### src/rtl/assert_macros.svh
`ifndef ASSERT_MACROS_SVH
`define ASSERT_MACROS_SVH

// check a property on every clock edge outside reset
`define ASSERT_CLK(label, prop, msg) \
    label: assert property (@(posedge aclk) disable iff (!aresetn) (prop)) else $error(msg);

// check that a condition never holds outside reset
`define ASSERT_NEVER(label, cond, msg) \
    label: assert property (@(posedge aclk) disable iff (!aresetn) !(cond)) else $error(msg);

`endif

### src/rtl/pgss_pkg.sv
`default_nettype none

package pgss_pkg;

    localparam int FUNC_W     = 2;
    localparam int CHIP_IN_W  = 2;
    localparam int CHAN_W     = 4;
    localparam int LEVEL_W    = 12;
    localparam int WORD_W     = 24;
    localparam int PAIR_W     = 3;
    localparam int CHIP_IDX_W = 3;

    typedef enum logic [FUNC_W-1:0] {
        FUNC_SET   = 2'd0,
        FUNC_GET   = 2'd1,
        FUNC_SHIFT = 2'd2
    } func_t;

    typedef struct packed {
        logic                  wr_en;
        logic                  rd_en;
        logic                  rd_get;
        logic                  rd_final;
        logic                  bank;
        logic                  chip_ok;
        logic [CHIP_IDX_W-1:0] chip;
        logic [PAIR_W-1:0]     pair;
        logic [LEVEL_W-1:0]    level;
    } pgss_cmd_t;

    typedef struct packed {
        logic rd_room;
    } pgss_stat_t;

endpackage

`default_nettype wire

### src/rtl/pgss_ctrl.sv
`default_nettype none

module pgss_ctrl
    import pgss_pkg::*;
#(
    parameter int CHIPS = 3
) (
    input  wire logic                 aclk,
    input  wire logic                 aresetn,
    input  wire logic                 s_valid,
    output logic                      s_ready,
    input  wire logic [FUNC_W-1:0]    s_func,
    input  wire logic [CHIP_IN_W-1:0] s_chip,
    input  wire logic [CHAN_W-1:0]    s_channel,
    input  wire logic [LEVEL_W-1:0]   s_level,
    input  wire pgss_stat_t           stat,
    output pgss_cmd_t                 cmd
);

    localparam int CHIP_W = (CHIPS > 1) ? $clog2(CHIPS) : 1;

    typedef enum logic {
        ST_IDLE,
        ST_SHIFT
    } state_t;

    state_t              state_reg, state_next;
    logic [CHIP_W-1:0]   chip_cnt_reg, chip_cnt_next;
    logic [PAIR_W-1:0]   pair_cnt_reg, pair_cnt_next;
    logic                accept;
    logic                chip_ok;

    assign s_ready = (state_reg == ST_IDLE) && stat.rd_room;
    assign accept  = s_valid && s_ready;
    assign chip_ok = 32'(s_chip) < CHIPS;

    always_comb begin
        state_next    = state_reg;
        chip_cnt_next = chip_cnt_reg;
        pair_cnt_next = pair_cnt_reg;
        cmd           = '0;
        unique case (state_reg)
            ST_IDLE: begin
                cmd.chip    = CHIP_IDX_W'(s_chip);
                cmd.pair    = s_channel[CHAN_W-1:1];
                cmd.bank    = s_channel[0];
                cmd.level   = s_level;
                cmd.chip_ok = chip_ok;
                if (accept) begin
                    unique case (func_t'(s_func))
                        FUNC_SET: begin
                            cmd.wr_en = chip_ok;
                        end
                        FUNC_GET: begin
                            cmd.rd_en  = 1'b1;
                            cmd.rd_get = 1'b1;
                        end
                        FUNC_SHIFT: begin
                            state_next    = ST_SHIFT;
                            chip_cnt_next = CHIP_W'(CHIPS - 1);
                            pair_cnt_next = '1;
                        end
                        default: begin
                        end
                    endcase
                end
            end
            ST_SHIFT: begin
                cmd.chip     = CHIP_IDX_W'(chip_cnt_reg);
                cmd.pair     = pair_cnt_reg;
                cmd.chip_ok  = 1'b1;
                cmd.rd_final = (chip_cnt_reg == '0) && (pair_cnt_reg == '0);
                if (stat.rd_room) begin
                    cmd.rd_en = 1'b1;
                    if (pair_cnt_reg == '0) begin
                        pair_cnt_next = '1;
                        if (chip_cnt_reg == '0) begin
                            state_next = ST_IDLE;
                        end else begin
                            chip_cnt_next = chip_cnt_reg - 1'b1;
                        end
                    end else begin
                        pair_cnt_next = pair_cnt_reg - 1'b1;
                    end
                end
            end
            default: begin
                state_next = ST_IDLE;
            end
        endcase
    end

    always_ff @(posedge aclk) begin
        if (!aresetn) begin
            state_reg    <= ST_IDLE;
            chip_cnt_reg <= '0;
            pair_cnt_reg <= '0;
        end else begin
            state_reg    <= state_next;
            chip_cnt_reg <= chip_cnt_next;
            pair_cnt_reg <= pair_cnt_next;
        end
    end

endmodule

`default_nettype wire

### src/rtl/pgss_dp.sv
`default_nettype none

module pgss_dp
    import pgss_pkg::*;
#(
    parameter int CHIPS = 3
) (
    input  wire logic             aclk,
    input  wire logic             aresetn,
    input  wire pgss_cmd_t        cmd,
    output pgss_stat_t            stat,
    output logic                  m_valid,
    input  wire logic             m_ready,
    output logic [LEVEL_W-1:0]    m_read_level,
    output logic [WORD_W-1:0]     m_shift_word,
    output logic                  m_shift_valid,
    output logic                  m_final_group
);

    localparam int ROWS  = CHIPS * 8;
    localparam int ROW_W = $clog2(ROWS);

    logic [LEVEL_W-1:0] mem_even [ROWS];
    logic [LEVEL_W-1:0] mem_odd  [ROWS];
    logic               vld_even_reg [ROWS];
    logic               vld_odd_reg  [ROWS];

    logic [ROW_W-1:0]   row;

    logic [LEVEL_W-1:0] rd_even_reg, rd_odd_reg;
    logic               ok_even_reg, ok_odd_reg;
    logic               stg_valid_reg, stg_get_reg, stg_final_reg, stg_bank_reg;
    logic               stage_move;

    logic [LEVEL_W-1:0] lvl_even, lvl_odd;

    logic               m_valid_reg;
    logic [LEVEL_W-1:0] read_level_reg;
    logic [WORD_W-1:0]  shift_word_reg;
    logic               shift_valid_reg, final_group_reg;

    assign row          = ROW_W'({cmd.chip, cmd.pair});
    assign stage_move   = stg_valid_reg && (!m_valid_reg || m_ready);
    assign stat.rd_room = !stg_valid_reg || stage_move;

    always_ff @(posedge aclk) begin
        if (cmd.wr_en && !cmd.bank) begin
            mem_even[row] <= cmd.level;
        end
        if (cmd.rd_en) begin
            rd_even_reg <= mem_even[row];
        end
    end

    always_ff @(posedge aclk) begin
        if (cmd.wr_en && cmd.bank) begin
            mem_odd[row] <= cmd.level;
        end
        if (cmd.rd_en) begin
            rd_odd_reg <= mem_odd[row];
        end
    end

    always_ff @(posedge aclk) begin
        if (!aresetn) begin
            for (int i = 0; i < ROWS; i++) begin
                vld_even_reg[i] <= 1'b0;
                vld_odd_reg[i]  <= 1'b0;
            end
        end else if (cmd.wr_en) begin
            if (cmd.bank) begin
                vld_odd_reg[row] <= 1'b1;
            end else begin
                vld_even_reg[row] <= 1'b1;
            end
        end
    end

    always_ff @(posedge aclk) begin
        if (!aresetn) begin
            stg_valid_reg <= 1'b0;
        end else if (cmd.rd_en) begin
            stg_valid_reg <= 1'b1;
        end else if (stage_move) begin
            stg_valid_reg <= 1'b0;
        end
        if (cmd.rd_en) begin
            ok_even_reg   <= cmd.chip_ok && vld_even_reg[row];
            ok_odd_reg    <= cmd.chip_ok && vld_odd_reg[row];
            stg_get_reg   <= cmd.rd_get;
            stg_final_reg <= cmd.rd_final;
            stg_bank_reg  <= cmd.bank;
        end
    end

    assign lvl_even = ok_even_reg ? rd_even_reg : '0;
    assign lvl_odd  = ok_odd_reg  ? rd_odd_reg  : '0;

    always_ff @(posedge aclk) begin
        if (!aresetn) begin
            m_valid_reg <= 1'b0;
        end else if (stage_move) begin
            m_valid_reg <= 1'b1;
        end else if (m_ready) begin
            m_valid_reg <= 1'b0;
        end
        if (stage_move) begin
            if (stg_get_reg) begin
                read_level_reg  <= stg_bank_reg ? lvl_odd : lvl_even;
                shift_word_reg  <= '0;
                shift_valid_reg <= 1'b0;
                final_group_reg <= 1'b0;
            end else begin
                read_level_reg  <= '0;
                shift_word_reg  <= {lvl_odd, lvl_even};
                shift_valid_reg <= 1'b1;
                final_group_reg <= stg_final_reg;
            end
        end
    end

    assign m_valid       = m_valid_reg;
    assign m_read_level  = read_level_reg;
    assign m_shift_word  = shift_word_reg;
    assign m_shift_valid = shift_valid_reg;
    assign m_final_group = final_group_reg;

endmodule

`default_nettype wire

### src/rtl/packed_grayscale_store_shifter.sv
// channel | direction | beat fields
// s_      | in        | s_func, s_chip, s_channel, s_level
// m_      | out       | m_read_level, m_shift_word, m_shift_valid, m_final_group
//
// Set: no result. Get: one result, held first in the read stage and then in the
// output register. Shift: CHIPS*8 results at one per cycle while m_ready stays
// high; one read port on each of the even and odd channel banks sets that figure.
// Reset clears the per-row valid bits; the store reads zero after it.
// A stalled result holds in the output register while the read stage holds one more.
`default_nettype none

`include "assert_macros.svh"

module packed_grayscale_store_shifter
    import pgss_pkg::*;
#(
    parameter int CHIPS = 3
) (
    input  wire logic                 aclk,
    input  wire logic                 aresetn,
    input  wire logic                 s_valid,
    output logic                      s_ready,
    input  wire logic [FUNC_W-1:0]    s_func,
    input  wire logic [CHIP_IN_W-1:0] s_chip,
    input  wire logic [CHAN_W-1:0]    s_channel,
    input  wire logic [LEVEL_W-1:0]   s_level,
    output logic                      m_valid,
    input  wire logic                 m_ready,
    output logic [LEVEL_W-1:0]        m_read_level,
    output logic [WORD_W-1:0]         m_shift_word,
    output logic                      m_shift_valid,
    output logic                      m_final_group
);

    pgss_cmd_t  cmd;
    pgss_stat_t stat;

    pgss_ctrl #(
        .CHIPS(CHIPS)
    ) u_ctrl (
        .aclk     (aclk),
        .aresetn  (aresetn),
        .s_valid  (s_valid),
        .s_ready  (s_ready),
        .s_func   (s_func),
        .s_chip   (s_chip),
        .s_channel(s_channel),
        .s_level  (s_level),
        .stat     (stat),
        .cmd      (cmd)
    );

    pgss_dp #(
        .CHIPS(CHIPS)
    ) u_dp (
        .aclk         (aclk),
        .aresetn      (aresetn),
        .cmd          (cmd),
        .stat         (stat),
        .m_valid      (m_valid),
        .m_ready      (m_ready),
        .m_read_level (m_read_level),
        .m_shift_word (m_shift_word),
        .m_shift_valid(m_shift_valid),
        .m_final_group(m_final_group)
    );

    `ASSERT_NEVER(a_final_only_on_shift, m_valid && m_final_group && !m_shift_valid, "final beat without shift data")
    `ASSERT_CLK(a_get_word_zero, (m_valid && !m_shift_valid) |-> (m_shift_word == '0), "get beat carries shift data")
    `ASSERT_CLK(a_shift_blocks_input, (s_valid && s_ready && (s_func == FUNC_SHIFT)) |=> !s_ready, "input taken during shift")

endmodule

`default_nettype wire
### config.mk
export PLATFORM = sky130hd
export DESIGN_NAME = packed_grayscale_store_shifter
export DESIGN_NICKNAME = d
export VERILOG_FILES = /design/src/rtl/pgss_pkg.sv /design/src/rtl/pgss_ctrl.sv /design/src/rtl/pgss_dp.sv /design/src/rtl/packed_grayscale_store_shifter.sv
export VERILOG_INCLUDE_DIRS = /design/src /design/src/rtl
export SDC_FILE = /design/constraint.sdc
export NUM_CORES = 1
export LEC_CHECK = 0
export CAP_MARGIN = 20
export CORE_UTILIZATION = 45
export CTS_CLUSTER_DIAMETER = 200
export DETAILED_ROUTE_END_ITERATION = 10
export DONT_BUFFER_PORTS = 1
export HOLD_SLACK_MARGIN = 0.12
export SLEW_MARGIN = 40
export SYNTH_ARGS = -nofsm -noshare
export SYNTH_HDL_FRONTEND = slang
export SYNTH_HIERARCHICAL = 1
export SYNTH_SLANG_ARGS = --single-unit
### constraint.sdc
create_clock -name aclk -period 3.05 [get_ports aclk]
set_input_delay 0.4575 -clock aclk [delete_from_list [all_inputs] [get_ports aclk]]
set_output_delay 0.4575 -clock aclk [all_outputs]
set_load 0.005 [all_outputs]
==> reports/results.tsv <==
metric	value	unit
status	complete, no violations	
Critical path origin	u_dp/m_valid$_SDFFE_PN0P_	
gpl congestion	0.839	
clk_lat worst skew	0.61	ns
Max-slew headroom	0.449	
Max Cap Viol	0	
Worst VDD drop	0.000403	V
die area	62100	um2
initial antenna violation count	3	
Max Freq	0.363	GHz
CP Data Required Time	3.34	ns
Initial DRC Count	1235	
pre-CTS setup slack	0.250	ns
CTS H-tree lvls	3	
Critical Path Source Type	flip-flop	
fin area	31400	um2
hold wc startpoint	m_ready	
Static Leak	10.3	nW
die span in y	249	um
Mapped Nets	1437	
initial core utilization	0.456	
Power Dens Cells	663	nW/um2
row count	90	
Via density	5.71	
core area	60400	um2
final setup margin	0.296	ns
yosys warns	6	
routed via count	13400	
global-route wire length before repair	90500	um
Syn Area/Cell	19.5	um2
CP arrival	3.04	ns
area grow syn2layout	14.1	%
final hold violations	0	
Worst Tran Pin Value	0.824	ns
Mapped Area	27500	um2
final setup vio count	0	
Clk pin slew, worst setup/hold paths	0.06	ns
Clock Sinks	715	
Final Util	0.520	
Final #Nets	1527	
Num CTS Buffers	72	
R2R Path Start	u_dp/m_valid$_SDFFE_PN0P_	
Hold Crit Class	primary input to flip-flop	
vias in the first global route	13500	
PortBufs	0	
total track usage	0.200	
Die X	249	um
Gate Count Post-Synth	1410	
largest registers	u_dp/mem_even: 288 flops, u_dp/mem_odd: 288 flops	
clk_skew	0.0259	ns
DRC	0	
crit path max fanout	13	
final critical-path required period	2.75	ns
drt wl/cell	26.1	um
fin crit share	0.903	
Longest Clk Path Bufs	3	
Post-CTS Setup Bufs	0	
total power draw	0.0208	W
HPWL Detailed	37500	um
Slew Viols, Final	0	
Clock Tree Root	clkbuf_16	
Pre-Repair DR Iteration Count	5	
largest net degree at the start of global routing	59	
Sum Neg Setup Slack	0	ns
unrepaired setup endpoints after global routing	no	
I/O Pins	64	
layout cell share with drive strength beyond 1	0.256	
DP Area	29000	um2
CTS tree	yes	
Setup crit end kind	flip-flop	
GRT Residual Overflow	0	
post-route ant nets	0	
WS Path Type	flip-flop to flip-flop	
Total Wirelength	61000	um
==> worst max-delay path: stages (launching register included) <==
cell	delay (ns)
dfxtp_1	0.32
nor2b_1	0.18
nand2_1	0.22
and2b_2	0.24
nand3b_1	0.12
a211oi_2	0.33
nor2b_1	0.29
nand3_1	0.29
nor2_1	0.20
buf_4	0.24
==> path summary, 6_finish.rpt <==
check,cells past startpoint,slack [ns],to
setup / recovery,9,0.30,u_dp/mem_even[19][6]$_DFFE_PP_
hold / removal,2,0.17,u_dp/m_valid$_SDFFE_PN0P_
setup reg to reg,9,0.30,u_dp/mem_even[19][6]$_DFFE_PP_
hold reg to reg,1,0.43,u_dp/vld_odd_reg[30]$_DFF_P_
==> where the power goes <==
group          internal (W)  switching [W]
logic              0.000480       0.000751
clock network       0.00518        0.00355
registers            0.0108      0.0000552
total                0.0165        0.00436
==> final cells by class <==
type / instances / area [um2]
clock inverter: 26 / 293
tap: 782 / 978
antenna: 3 / 7.51
timing repair buffer: 97 / 866
clock buffer: 104 / 2050
inverter: 7 / 26.3
fill: 4687 / 29000
multi-input combinational: 607 / 6430
sequential: 715 / 20800
==> through the flow <==
step | hold slack (ns) | instances
6_report | 0.170 | 2341
5_1_grt | 0.170 | 2340
4_1_cts | 0.133 | 2338
3_5_place_dp | 0.417 | 2206
3_3_place_gp | 0.412 | 2204
2_1_floorplan | 0.401 | 1410
==> cells in the final DEF, fill, tap and decap left out, types with 4 or more instances in the layout <==
cell and n:
edfxtp_1 643, mux4_2 145, nor2_1 89, buf_4 86, clkbuf_16 76, dfxtp_1 71
o21a_1 53, a22oi_1 51, nand2_1 49, mux2_2 29, nand3_1 29, mux2i_1 27
clkbuf_1 24, nor2b_4 14, and3_1 13, a21o_1 12, a31oi_1 12, clkinv_1 9
inv_1 7, nor3_1 7, buf_12 7, bufinv_16 6, nor2b_1 6, o22ai_1 6
nand3b_1 5, clkbuf_8 4, clkinv_2 4, nand2b_1 4, a31o_2 4
==> layer usage <==
layer | wire (um) | share of wire | up-vias | GRT usage
li1 | - | - | 5902 | -
met1 | 27200 | 0.45 | 7029 | 0.282
met2 | 29100 | 0.48 | 372 | 0.315
met3 | 3610 | 0.059 | 73 | 0.0405
met4 | 1080 | 0.018 | 0 | 0.0598
met5 | 0 | 0 | - | 0
==> what timing repair did <==
| item | 4_1_cts | 5_1_grt |
|---|---|---|
| hold buffers | 2 | 0 |
| hold endpoints to repair | 57 | 0 |
| gates resized for setup | 0 | 0 |
Power figures use the tool's default switching activity.
